### config.mk
export PLATFORM = sky130hd
export DESIGN_NAME = framed_serial_receiver_ring
export DESIGN_NICKNAME = d
export VERILOG_FILES = /design/src/design/fsr_pkg.sv /design/src/design/framed_serial_receiver_ring.sv /design/src/design/fsr_front.sv /design/src/design/fsr_queue.sv /design/src/design/fsr_back.sv
export SDC_FILE = /design/constraint.sdc
export NUM_CORES = 2
export LEC_CHECK = 0
export CORE_ASPECT_RATIO = 2
export CORE_MARGIN = 2
export CORE_UTILIZATION = 55
export DETAILED_ROUTE_END_ITERATION = 8
export DONT_BUFFER_PORTS = 1
export PLACE_DENSITY = 0.78
export SYNTH_ARGS = -nofsm -noshare
export SYNTH_HDL_FRONTEND = slang
export SYNTH_SLANG_ARGS = --single-unit
### constraint.sdc
create_clock -name clk -period 4.55 [get_ports clk]
set_input_delay 0.91 -clock clk [delete_from_list [all_inputs] [get_ports clk]]
set_output_delay 0.91 -clock clk [all_outputs]
set_load 0.05 [all_outputs]
### src/design/fsr_pkg.sv
// Shared types and constants for the framed serial receiver.
package fsr_pkg;

	localparam int FRAME_SLOTS_DEF = 8;
	localparam int MAX_LEN_DEF = 40;
	localparam int MIN_LEN = 4;
	localparam int FH_W = 3;
	localparam int FLEN_W = 6;
	localparam int QUEUE_DEPTH = 2;
	localparam int QCNT_W = $clog2(QUEUE_DEPTH + 1);

	localparam logic REG_START = 1'b0;
	localparam logic REG_STOP = 1'b1;

	typedef enum logic [2:0] {
		ST_IDLE = 3'd0,
		ST_ACCEPT = 3'd1,
		ST_BAD_CHECK = 3'd2,
		ST_BAD_LEN = 3'd3,
		ST_FULL = 3'd4,
		ST_PAYLOAD = 3'd5,
		ST_EMPTY = 3'd6
	} status_t;

	typedef enum logic [1:0] {
		RX_HUNT,
		RX_LEN,
		RX_BODY
	} rx_state_t;

	typedef enum logic [2:0] {
		BK_IDLE,
		BK_FETCH,
		BK_LEN,
		BK_NEXT,
		BK_DATA
	} bk_state_t;

	typedef struct packed {
		logic is_read;
		status_t status;
		logic [FH_W-1:0] frames_held;
	} job_t;

endpackage

### src/design/framed_serial_receiver_ring.sv
// Top level of the framed serial receiver with its ring of payload slots.
//
//  channel  | direction | handshake        | contents
//  s_*      | in        | s_tvalid/tready  | command in tuser, rx_byte in tdata
//  m_*      | out       | m_tvalid/tready  | results per item, tlast on the final
//  APB      | in        | psel/penable     | start_byte at 0x0, stop_byte at 0x4
//
// The front end takes one item per cycle while the two-entry job queue has room.
// A receive or empty-ring read gives its one result. A frame read fetches its length
// from the slot table in the FETCH and LEN states, then uses DATA and NEXT for each
// payload byte, as the payload memory has a registered read port. Reset clears the
// state machines and slot pointers; the ring memories need no clearing pass.
// A stalled output holds its result while the front end fills the job queue.
module framed_serial_receiver_ring #(
	parameter int FRAME_SLOTS = fsr_pkg::FRAME_SLOTS_DEF,
	parameter int MAX_LEN = fsr_pkg::MAX_LEN_DEF
) (
	input  logic clk,
	input  logic arst_n,
	input  logic s_tvalid,
	output logic s_tready,
	input  logic [7:0] s_tdata,   // [7:0] rx_byte
	input  logic s_tuser,         // [0] command
	output logic m_tvalid,
	input  logic m_tready,
	output logic [23:0] m_tdata,  // [7:0] data_byte, [10:8] frames_held, [16:11] frame_length
	output logic [3:0] m_tuser,   // [2:0] status, [3] byte_valid
	output logic m_tlast,
	input  logic psel,
	input  logic penable,
	input  logic pwrite,
	input  logic [2:0] paddr,
	input  logic [31:0] pwdata,
	output logic [31:0] prdata,
	output logic pready
);

	localparam int SLOT_BYTES = MAX_LEN - fsr_pkg::MIN_LEN;
	localparam int SLOT_W = $clog2(FRAME_SLOTS);
	localparam int LEN_W = $clog2(SLOT_BYTES + 1);
	localparam int ADDR_W = $clog2(FRAME_SLOTS * SLOT_BYTES);

	logic [7:0] start_q;
	logic [7:0] stop_q;
	logic cfg_wr;

	logic job_valid;
	logic job_ready;
	fsr_pkg::job_t job_in;
	logic q_valid;
	logic q_pop;
	fsr_pkg::job_t q_job;

	logic pw_en;
	logic [ADDR_W-1:0] pw_addr;
	logic [7:0] pw_data;
	logic lw_en;
	logic [SLOT_W-1:0] lw_slot;
	logic [LEN_W-1:0] lw_len;

	fsr_pkg::status_t status;
	logic [7:0] data_byte;
	logic byte_valid;
	logic [fsr_pkg::FH_W-1:0] frames_held;
	logic [fsr_pkg::FLEN_W-1:0] frame_length;

	assign pready = 1'b1;
	assign cfg_wr = psel && penable && pwrite && pready;
	assign prdata = (paddr[2] == fsr_pkg::REG_STOP) ? {24'd0, stop_q} : {24'd0, start_q};

	always_ff @(posedge clk or negedge arst_n) begin
		if (!arst_n) begin
			start_q <= 8'd2;
			stop_q <= 8'd3;
		end else if (cfg_wr) begin
			if (paddr[2] == fsr_pkg::REG_START) begin
				start_q <= pwdata[7:0];
			end else begin
				stop_q <= pwdata[7:0];
			end
		end
	end

	fsr_front #(
		.FRAME_SLOTS(FRAME_SLOTS),
		.MAX_LEN(MAX_LEN)
	) u_front (
		.clk(clk),
		.arst_n(arst_n),
		.in_valid(s_tvalid),
		.in_ready(s_tready),
		.command(s_tuser),
		.rx_byte(s_tdata),
		.start_byte(start_q),
		.stop_byte(stop_q),
		.job_valid(job_valid),
		.job_ready(job_ready),
		.job(job_in),
		.pw_en(pw_en),
		.pw_addr(pw_addr),
		.pw_data(pw_data),
		.lw_en(lw_en),
		.lw_slot(lw_slot),
		.lw_len(lw_len)
	);

	fsr_queue u_queue (
		.clk(clk),
		.arst_n(arst_n),
		.push_valid(job_valid),
		.push_ready(job_ready),
		.push_job(job_in),
		.pop_valid(q_valid),
		.pop_ready(q_pop),
		.pop_job(q_job)
	);

	fsr_back #(
		.FRAME_SLOTS(FRAME_SLOTS),
		.MAX_LEN(MAX_LEN)
	) u_back (
		.clk(clk),
		.arst_n(arst_n),
		.job_valid(q_valid),
		.job_pop(q_pop),
		.job(q_job),
		.pw_en(pw_en),
		.pw_addr(pw_addr),
		.pw_data(pw_data),
		.lw_en(lw_en),
		.lw_slot(lw_slot),
		.lw_len(lw_len),
		.out_valid(m_tvalid),
		.out_ready(m_tready),
		.status(status),
		.data_byte(data_byte),
		.byte_valid(byte_valid),
		.last(m_tlast),
		.frames_held(frames_held),
		.frame_length(frame_length)
	);

	assign m_tdata = {7'd0, frame_length, frames_held, data_byte};
	assign m_tuser = {byte_valid, status};

	a_valid_is_payload: assert property (@(posedge clk) disable iff (!arst_n)
		m_tvalid && byte_valid |-> status == fsr_pkg::ST_PAYLOAD)
		else $error("payload byte flagged with a non-payload status");

	a_single_is_last: assert property (@(posedge clk) disable iff (!arst_n)
		m_tvalid && status != fsr_pkg::ST_PAYLOAD |-> m_tlast)
		else $error("single-result item not marked last");

	a_no_len_without_byte: assert property (@(posedge clk) disable iff (!arst_n)
		m_tvalid && !byte_valid |-> frame_length == '0 && data_byte == 8'd0)
		else $error("length or data shown on a result without a payload byte");

	a_read_mid_not_full: assert property (@(posedge clk) disable iff (!arst_n)
		m_tvalid && byte_valid && !m_tlast |-> frame_length != '0 || MAX_LEN > 67)
		else $error("frame read out with a zero length mid-frame");

endmodule

### src/design/fsr_front.sv
// Front end: accepts items, parses frames, writes payload, and queues one job per item.
module fsr_front #(
	parameter int FRAME_SLOTS = fsr_pkg::FRAME_SLOTS_DEF,
	parameter int MAX_LEN = fsr_pkg::MAX_LEN_DEF
) (
	input  logic clk,
	input  logic arst_n,
	input  logic in_valid,
	output logic in_ready,
	input  logic command,
	input  logic [7:0] rx_byte,
	input  logic [7:0] start_byte,
	input  logic [7:0] stop_byte,
	output logic job_valid,
	input  logic job_ready,
	output fsr_pkg::job_t job,
	output logic pw_en,
	output logic [$clog2(FRAME_SLOTS*(MAX_LEN-fsr_pkg::MIN_LEN))-1:0] pw_addr,
	output logic [7:0] pw_data,
	output logic lw_en,
	output logic [$clog2(FRAME_SLOTS)-1:0] lw_slot,
	output logic [$clog2(MAX_LEN-fsr_pkg::MIN_LEN+1)-1:0] lw_len
);

	localparam int SLOT_BYTES = MAX_LEN - fsr_pkg::MIN_LEN;
	localparam int SLOT_W = $clog2(FRAME_SLOTS);
	localparam int LEN_W = $clog2(SLOT_BYTES + 1);
	localparam int ADDR_W = $clog2(FRAME_SLOTS * SLOT_BYTES);
	localparam int POS_W = $clog2(MAX_LEN + 1);

	fsr_pkg::rx_state_t rx_state_q, rx_state_d;
	logic [POS_W-1:0] pos_q, pos_d;
	logic [POS_W-1:0] decl_q, decl_d;
	logic [7:0] xor_q, xor_d;
	logic chk_q, chk_d;
	logic [ADDR_W-1:0] wptr_q, wptr_d;
	logic [ADDR_W-1:0] wbase_q, wbase_d;
	logic [SLOT_W-1:0] wslot_q, wslot_d;
	logic [SLOT_W-1:0] rslot_q, rslot_d;
	logic [SLOT_W-1:0] held;
	logic accept;

	assign in_ready = job_ready;
	assign accept = in_valid && job_ready;
	assign job_valid = accept;
	assign pw_addr = wptr_q;
	assign pw_data = rx_byte;
	assign lw_slot = wslot_q;
	assign lw_len = LEN_W'(decl_q - POS_W'(fsr_pkg::MIN_LEN));

	always_comb begin
		if (wslot_q >= rslot_q) begin
			held = wslot_q - rslot_q;
		end else begin
			held = SLOT_W'({1'b0, wslot_q} + (SLOT_W+1)'(FRAME_SLOTS) - {1'b0, rslot_q});
		end
	end

	always_comb begin
		rx_state_d = rx_state_q;
		pos_d = pos_q;
		decl_d = decl_q;
		xor_d = xor_q;
		chk_d = chk_q;
		wptr_d = wptr_q;
		wbase_d = wbase_q;
		wslot_d = wslot_q;
		rslot_d = rslot_q;
		pw_en = 1'b0;
		lw_en = 1'b0;
		job.is_read = 1'b0;
		job.status = fsr_pkg::ST_IDLE;
		job.frames_held = fsr_pkg::FH_W'(held);
		if (accept) begin
			if (!command) begin
				unique case (rx_state_q)
					fsr_pkg::RX_HUNT: begin
						if (rx_byte == start_byte) begin
							rx_state_d = fsr_pkg::RX_LEN;
						end
					end
					fsr_pkg::RX_LEN: begin
						if (rx_byte < 8'(fsr_pkg::MIN_LEN) || rx_byte > 8'(MAX_LEN)) begin
							rx_state_d = fsr_pkg::RX_HUNT;
							job.status = fsr_pkg::ST_BAD_LEN;
						end else begin
							rx_state_d = fsr_pkg::RX_BODY;
							decl_d = POS_W'(rx_byte);
							xor_d = rx_byte;
							pos_d = POS_W'(2);
							wptr_d = wbase_q;
						end
					end
					fsr_pkg::RX_BODY: begin
						if (pos_q < decl_q - POS_W'(2)) begin
							pw_en = 1'b1;
							wptr_d = wptr_q + 1'b1;
							xor_d = xor_q ^ rx_byte;
							pos_d = pos_q + 1'b1;
						end else if (pos_q == decl_q - POS_W'(2)) begin
							chk_d = (rx_byte == xor_q);
							pos_d = pos_q + 1'b1;
						end else begin
							rx_state_d = fsr_pkg::RX_HUNT;
							if (!chk_q || rx_byte != stop_byte) begin
								job.status = fsr_pkg::ST_BAD_CHECK;
							end else if (held == SLOT_W'(FRAME_SLOTS - 1)) begin
								job.status = fsr_pkg::ST_FULL;
							end else begin
								job.status = fsr_pkg::ST_ACCEPT;
								job.frames_held = fsr_pkg::FH_W'(held + 1'b1);
								lw_en = 1'b1;
								if (wslot_q == SLOT_W'(FRAME_SLOTS - 1)) begin
									wslot_d = '0;
									wbase_d = '0;
								end else begin
									wslot_d = wslot_q + 1'b1;
									wbase_d = wbase_q + ADDR_W'(SLOT_BYTES);
								end
							end
						end
					end
					default: rx_state_d = fsr_pkg::RX_HUNT;
				endcase
			end else if (held == '0) begin
				job.status = fsr_pkg::ST_EMPTY;
			end else begin
				job.is_read = 1'b1;
				job.status = fsr_pkg::ST_PAYLOAD;
				job.frames_held = fsr_pkg::FH_W'(held - 1'b1);
				if (rslot_q == SLOT_W'(FRAME_SLOTS - 1)) begin
					rslot_d = '0;
				end else begin
					rslot_d = rslot_q + 1'b1;
				end
			end
		end
	end

	always_ff @(posedge clk or negedge arst_n) begin
		if (!arst_n) begin
			rx_state_q <= fsr_pkg::RX_HUNT;
		end else begin
			rx_state_q <= rx_state_d;
		end
	end

	always_ff @(posedge clk or negedge arst_n) begin
		if (!arst_n) begin
			wslot_q <= '0;
			rslot_q <= '0;
			wbase_q <= '0;
		end else begin
			wslot_q <= wslot_d;
			rslot_q <= rslot_d;
			wbase_q <= wbase_d;
		end
	end

	always_ff @(posedge clk) begin
		pos_q <= pos_d;
		decl_q <= decl_d;
		xor_q <= xor_d;
		chk_q <= chk_d;
		wptr_q <= wptr_d;
	end

endmodule

### src/design/fsr_queue.sv
// Two-entry job queue between the front end and the back end.
module fsr_queue (
	input  logic clk,
	input  logic arst_n,
	input  logic push_valid,
	output logic push_ready,
	input  fsr_pkg::job_t push_job,
	output logic pop_valid,
	input  logic pop_ready,
	output fsr_pkg::job_t pop_job
);

	fsr_pkg::job_t entry_q [fsr_pkg::QUEUE_DEPTH];
	logic [fsr_pkg::QCNT_W-1:0] count_q;
	logic wr_ptr_q;
	logic rd_ptr_q;
	logic do_push;
	logic do_pop;

	assign push_ready = (count_q != fsr_pkg::QCNT_W'(fsr_pkg::QUEUE_DEPTH));
	assign pop_valid = (count_q != '0);
	assign pop_job = entry_q[rd_ptr_q];
	assign do_push = push_valid && push_ready;
	assign do_pop = pop_valid && pop_ready;

	always_ff @(posedge clk or negedge arst_n) begin
		if (!arst_n) begin
			count_q <= '0;
			wr_ptr_q <= 1'b0;
			rd_ptr_q <= 1'b0;
		end else begin
			if (do_push) begin
				wr_ptr_q <= ~wr_ptr_q;
			end
			if (do_pop) begin
				rd_ptr_q <= ~rd_ptr_q;
			end
			if (do_push && !do_pop) begin
				count_q <= count_q + 1'b1;
			end else if (do_pop && !do_push) begin
				count_q <= count_q - 1'b1;
			end
		end
	end

	always_ff @(posedge clk) begin
		if (do_push) begin
			entry_q[wr_ptr_q] <= push_job;
		end
	end

endmodule

### src/design/fsr_back.sv
// Back end: holds the frame ring and streams results into the output register.
module fsr_back #(
	parameter int FRAME_SLOTS = fsr_pkg::FRAME_SLOTS_DEF,
	parameter int MAX_LEN = fsr_pkg::MAX_LEN_DEF
) (
	input  logic clk,
	input  logic arst_n,
	input  logic job_valid,
	output logic job_pop,
	input  fsr_pkg::job_t job,
	input  logic pw_en,
	input  logic [$clog2(FRAME_SLOTS*(MAX_LEN-fsr_pkg::MIN_LEN))-1:0] pw_addr,
	input  logic [7:0] pw_data,
	input  logic lw_en,
	input  logic [$clog2(FRAME_SLOTS)-1:0] lw_slot,
	input  logic [$clog2(MAX_LEN-fsr_pkg::MIN_LEN+1)-1:0] lw_len,
	output logic out_valid,
	input  logic out_ready,
	output fsr_pkg::status_t status,
	output logic [7:0] data_byte,
	output logic byte_valid,
	output logic last,
	output logic [fsr_pkg::FH_W-1:0] frames_held,
	output logic [fsr_pkg::FLEN_W-1:0] frame_length
);

	localparam int SLOT_BYTES = MAX_LEN - fsr_pkg::MIN_LEN;
	localparam int SLOT_W = $clog2(FRAME_SLOTS);
	localparam int LEN_W = $clog2(SLOT_BYTES + 1);
	localparam int ADDR_W = $clog2(FRAME_SLOTS * SLOT_BYTES);
	localparam int DEPTH = FRAME_SLOTS * SLOT_BYTES;

	logic [7:0] pay_mem [DEPTH];
	logic [LEN_W-1:0] len_mem [FRAME_SLOTS];
	logic [7:0] pay_rd_q;
	logic [LEN_W-1:0] len_rd_q;

	fsr_pkg::bk_state_t state_q, state_d;
	logic [SLOT_W-1:0] rslot_q;
	logic [ADDR_W-1:0] rbase_q;
	logic [ADDR_W-1:0] addr_q;
	logic [LEN_W-1:0] len_q;
	logic [LEN_W-1:0] cnt_q;
	logic [fsr_pkg::FH_W-1:0] fh_q;
	logic out_valid_q;
	fsr_pkg::status_t status_q;
	logic [7:0] data_q;
	logic valid_q;
	logic last_q;
	logic [fsr_pkg::FH_W-1:0] held_q;
	logic [fsr_pkg::FLEN_W-1:0] flen_q;

	logic out_free;
	logic start_read;
	logic take_len;
	logic step_addr;
	logic load_single;
	logic load_byte;
	logic load_zero;
	logic is_final;

	assign out_free = !out_valid_q || out_ready;
	assign is_final = (LEN_W'(cnt_q + 1'b1) == len_q);

	assign out_valid = out_valid_q;
	assign status = status_q;
	assign data_byte = data_q;
	assign byte_valid = valid_q;
	assign last = last_q;
	assign frames_held = held_q;
	assign frame_length = flen_q;

	always_ff @(posedge clk) begin
		if (pw_en) begin
			pay_mem[pw_addr] <= pw_data;
		end
		pay_rd_q <= pay_mem[addr_q];
	end

	always_ff @(posedge clk) begin
		if (lw_en) begin
			len_mem[lw_slot] <= lw_len;
		end
		len_rd_q <= len_mem[rslot_q];
	end

	always_comb begin
		state_d = state_q;
		job_pop = 1'b0;
		start_read = 1'b0;
		take_len = 1'b0;
		step_addr = 1'b0;
		load_single = 1'b0;
		load_byte = 1'b0;
		load_zero = 1'b0;
		unique case (state_q)
			fsr_pkg::BK_IDLE: begin
				if (job_valid) begin
					if (job.is_read) begin
						job_pop = 1'b1;
						start_read = 1'b1;
						state_d = fsr_pkg::BK_FETCH;
					end else if (out_free) begin
						job_pop = 1'b1;
						load_single = 1'b1;
					end
				end
			end
			fsr_pkg::BK_FETCH: state_d = fsr_pkg::BK_LEN;
			fsr_pkg::BK_LEN: begin
				take_len = 1'b1;
				state_d = fsr_pkg::BK_DATA;
			end
			fsr_pkg::BK_NEXT: state_d = fsr_pkg::BK_DATA;
			fsr_pkg::BK_DATA: begin
				if (out_free) begin
					if (len_q == '0) begin
						load_zero = 1'b1;
						state_d = fsr_pkg::BK_IDLE;
					end else begin
						load_byte = 1'b1;
						if (is_final) begin
							state_d = fsr_pkg::BK_IDLE;
						end else begin
							step_addr = 1'b1;
							state_d = fsr_pkg::BK_NEXT;
						end
					end
				end
			end
			default: state_d = fsr_pkg::BK_IDLE;
		endcase
	end

	always_ff @(posedge clk or negedge arst_n) begin
		if (!arst_n) begin
			state_q <= fsr_pkg::BK_IDLE;
		end else begin
			state_q <= state_d;
		end
	end

	always_ff @(posedge clk or negedge arst_n) begin
		if (!arst_n) begin
			rslot_q <= '0;
			rbase_q <= '0;
			out_valid_q <= 1'b0;
		end else begin
			if (take_len) begin
				if (rslot_q == SLOT_W'(FRAME_SLOTS - 1)) begin
					rslot_q <= '0;
					rbase_q <= '0;
				end else begin
					rslot_q <= rslot_q + 1'b1;
					rbase_q <= rbase_q + ADDR_W'(SLOT_BYTES);
				end
			end
			if (load_single || load_byte || load_zero) begin
				out_valid_q <= 1'b1;
			end else if (out_ready) begin
				out_valid_q <= 1'b0;
			end
		end
	end

	always_ff @(posedge clk) begin
		if (start_read) begin
			addr_q <= rbase_q;
			fh_q <= job.frames_held;
		end else if (step_addr) begin
			addr_q <= addr_q + 1'b1;
		end
		if (take_len) begin
			len_q <= len_rd_q;
			cnt_q <= '0;
		end else if (step_addr) begin
			cnt_q <= cnt_q + 1'b1;
		end
		if (load_single) begin
			status_q <= job.status;
			data_q <= '0;
			valid_q <= 1'b0;
			last_q <= 1'b1;
			held_q <= job.frames_held;
			flen_q <= '0;
		end else if (load_zero) begin
			status_q <= fsr_pkg::ST_PAYLOAD;
			data_q <= '0;
			valid_q <= 1'b0;
			last_q <= 1'b1;
			held_q <= fh_q;
			flen_q <= '0;
		end else if (load_byte) begin
			status_q <= fsr_pkg::ST_PAYLOAD;
			data_q <= pay_rd_q;
			valid_q <= 1'b1;
			last_q <= is_final;
			held_q <= fh_q;
			flen_q <= fsr_pkg::FLEN_W'(len_q);
		end
	end

endmodule

==> results.md <==
- Status: complete, but fails checks
- Violated checks: max-capacitance violations, max-slew violations
- Setup repair after global routing missed its margin: true
- Syn_area_per_cell: 20.8 sq um
- Synthesized area: 99,100 sq um
- Sw Pwr: 20.7 mW
- Ys Warns: 0
- Top cell type's share of synthesized area: 73.4%
- Pwr Density: 583 nW/um^2
- Initial antenna violation count: 8
- Synth cell count leaders: edfxtp_1, mux4_2, nor2_1, nand2_1, mux2i_1
- Flops & latches, synth: 2,505
- Number of CTS-inserted buffers: 197
- Worst Hold Path Cells: 0
- Total global routing overflow: 0
- Sequential power share: 41.3%
- Worst setup EP type: register
- Clock sinks: 2,505
- Final setup fails: 0
- Initial DRC count: 6,863
- Main synth FF type: edfxtp_1
- First-pass DRT Iterations: 7
- Cell family with most CP delay: compound AO/OA/AOI/OAI gates
- Sequential area share after synthesis: 75.3%
- GR peak layer: met2
- Layout fillers: 11.5k
- Overall Power: 64.6 mW
- Fin. max-slew vios: 301
- Routed len/inst: 34.3 um
- CP Launch Type: register
- Hold Path Sink: u_back.pay_mem[195][2]
- Internal power: 44.0 mW
- Clk pwr share: 27.2%
- DR DRC count: 0
- Worst VDD drop: 0.523 mV
- Max-cap check violation count: 1
- Row Count: 220
- Die ar.: 184,000 sq um
- Asr flop ratio synth: 1.96%
- Area delta synth->final: 12.0%
- Share of layout cells above drive strength 1: 27.5%
- CTS Buffer Depth: 4
- Die W: 304 um
- Slew margin rel.: -6.73%
- Count leader, synth: edfxtp_1
- Worst Reg-to-Reg Cells: 8
- Core area: 179,000 sq um
- Combinational share of power: 31.4%
- Synth cell types: 84
- Largest net degree at the start of global routing: 296
- Vias in the first global route: 51.9k
- Final hold slack: 0.227 ns
- Worst path cell trace: buf_12 > buf_12 > mux4_2 > mux4_2 > a21oi_1 > a211oi_1 > a311oi_2 > o221ai_2
- Synth area leader: edfxtp_1
- R2R Setup Slk: 0.11 ns
- Initial Util: 55.3%
- Reg clk slew, reported paths: 0.07 ns
- Routed vias: 50.8k
- Crit path max fanout: 22
- CTS tree: yes
- Post-synth EDFFs: 2,420
- Leak Pwr: 35.7 nW
- M1 GR Usage: 30.6%
- Worst Skew: 0.0459 ns
- Clk root buf: clkbuf_16
- Final min period: 4.44 ns
- Final hold vios: 0
- Sw Ratio: 32.0%
- First-pass GRT wire length: 373 mm
- Number of routed nets with antenna violations: 0
- Vias per inst: 6.61
- Slowest cell on crit path: edfxtp_1
- Critical path's largest stage delay: 1.03 ns
- Ranking of synthesized cells by area: edfxtp_1, mux4_2, nor2_1, mux2i_1, dfrtp_1
- Slew @ Worst Pin: 1.60 ns
- Routability Congestion: 0.939
- Hpwl dp: 164 mm
- WP data arrival: 5.08 ns
- Hold Crit Class: in2reg
- Required time worst endpoint: 5.20 ns
- Cells after synthesis: 4,773
- Final setup TNS: 0 ns
- Routed WL: 263 mm
- Num ports: 115
- HP Start: s_tdata[2]
- Fmax achieved: 225 MHz
- GR met3 Demand/Resource: 5.30%
- M2 GR Usage: 49.3%
- Final period utilization: 97.5%
- CP bufs+invs: 2
- H-tree depth: 4
- Reg2reg end: u_back.pay_rd_q[5]
- IO buf count: 0
- Final #Nets: 5,281
- Crit Path Class: reg2reg
- Clk Latency, worst-skew pair: 0.85 ns
- Worst r2r src: u_back.addr_q[0]
- Die height: 604 um
- GRT Total Usage: 28.7%
==> layer usage <==
metal	vias to the layer above	wire length, um
li1	20300	-
met1	26300	79200
met2	3282	135000
met3	882	22700
met4	4	26800
met5	-	22
==> cell families (layout without fill, tap and decap cells) <==
family / after synthesis / after routing / synth area share [%]
AOI/OAI and AO/OA: 306 / 306 / 2.20
buffers and inverters: 334 / 879 / 2.04
adders and majority gates: 33 / 33 / 0.424
xor gates and xnor gates: 73 / 73 / 0.645
muxes: 804 / 804 / 16.2
other: 2 / 40 / 0.00758
and+or+nand+nor: 716 / 716 / 3.15
DFF: 2505 / 2505 / 75.3
==> worst register-to-register path, delay by kind of cell (launching register included) <==
family	cells	cell delay (ns)
compound gates	4	1.64
buf+inv	2	0.52
flops	1	1.03
mux	2	1.07
==> stage by stage <==
stage               util [%]  instance area [sq um]  setup WS, ns  cells
floorplan                  -                  99200         0.941   4803
global placement        58.2                 104000         0.379   7327
detailed placement      58.2                 104000         0.291   7327
CTS                     61.9                 111000         0.234   7679
global route            61.9                 111000       -0.0194   7684
finish                  61.9                 111000         0.114   7687
==> worst max path at each step <==
stage | cells after the start | start | slack, ns | end
2_1_floorplan | 13 | u_front.decl_q[1] | 0.94 | u_back.pay_mem[280][0]
3_3_place_gp | 13 | u_front.decl_q[2] | 0.38 | u_back.pay_mem[240][0]
3_5_place_dp | 13 | u_front.decl_q[2] | 0.29 | u_back.pay_mem[241][0]
4_1_cts | 13 | u_front.decl_q[2] | 0.23 | u_back.pay_mem[241][5]
5_1_grt | 14 | u_front.decl_q[2] | -0.02 | u_back.pay_mem[136][3]
6_report | 8 | u_back.addr_q[0] | 0.11 | u_back.pay_rd_q[5]
==> power by group through the flow <==
stage / combinational, mW / sequential, mW / clock [mW]
6_report: 20.3 / 26.7 / 17.6
5_1_grt: 20.6 / 26.7 / 18.5
4_1_cts: 19.9 / 26.7 / 17.7
3_5_place_dp: 19.7 / 27.2 / 0
3_3_place_gp: 19.4 / 27.2 / 0
2_1_floorplan: 12.6 / 26.8 / 0
==> layout make-up <==
class | instances | area (sq um) | area share [%]
Clock inverter | 103 | 1170 | 1.05
Inverter | 31 | 116 | 0.105
Sequential cell | 2505 | 74600 | 67.3
Tap cell | 2331 | 2920 | 2.63
Multi-Input combinational cell | 1964 | 22600 | 20.4
Antenna cell | 8 | 20.0 | 0.0181
Clock buffer | 247 | 5340 | 4.81
Timing Repair Buffer | 498 | 4140 | 3.73
==> layout by cell type, fill, tap and decap left out, drive strengths merged, types with 25 or more instances in the layout <==
master and instances:
edfxtp 2420, mux4 632, buf 497, nor2 373, clkbuf 247, nand2 161, mux2i 128, clkinv 65
o21ai 55, xnor2 49, a22oi 48, dfrtp 46, mux2 44, a21oi 38, nand3 37, dfxtp 36
inv 36, ha 32, conb 32, bufinv 26, o22ai 25, a211oi 25
==> sequential cells by signal, summed over array words and instances (netlist names), 6 cells and up <==
register,cells
u_front.decl_q,6
u_front.xor_q,8
u_front.pw_addr,9
u_back.pay_rd_q,8
u_back.addr_q,9
u_front.wbase_q,7
stop_q,8
u_front.pos_q,6
u_back.len_mem,48
start_q,8
u_back.rbase_q,7
u_queue.entry_q,14
u_back.len_rd_q,6
u_back.pay_mem,2304
u_back.frame_length,6
u_back.data_byte,8
u_back.cnt_q,6
u_back.len_q,6
==> what timing repair did <==
item,in CTS,in global routing
gates resized for setup,0,2
hold buffers,2,0
endpoints found under the setup margin,0,17
endpoints found under the hold margin,49,0
buffers inserted,0,0
(Power assumes the default switching activity.)
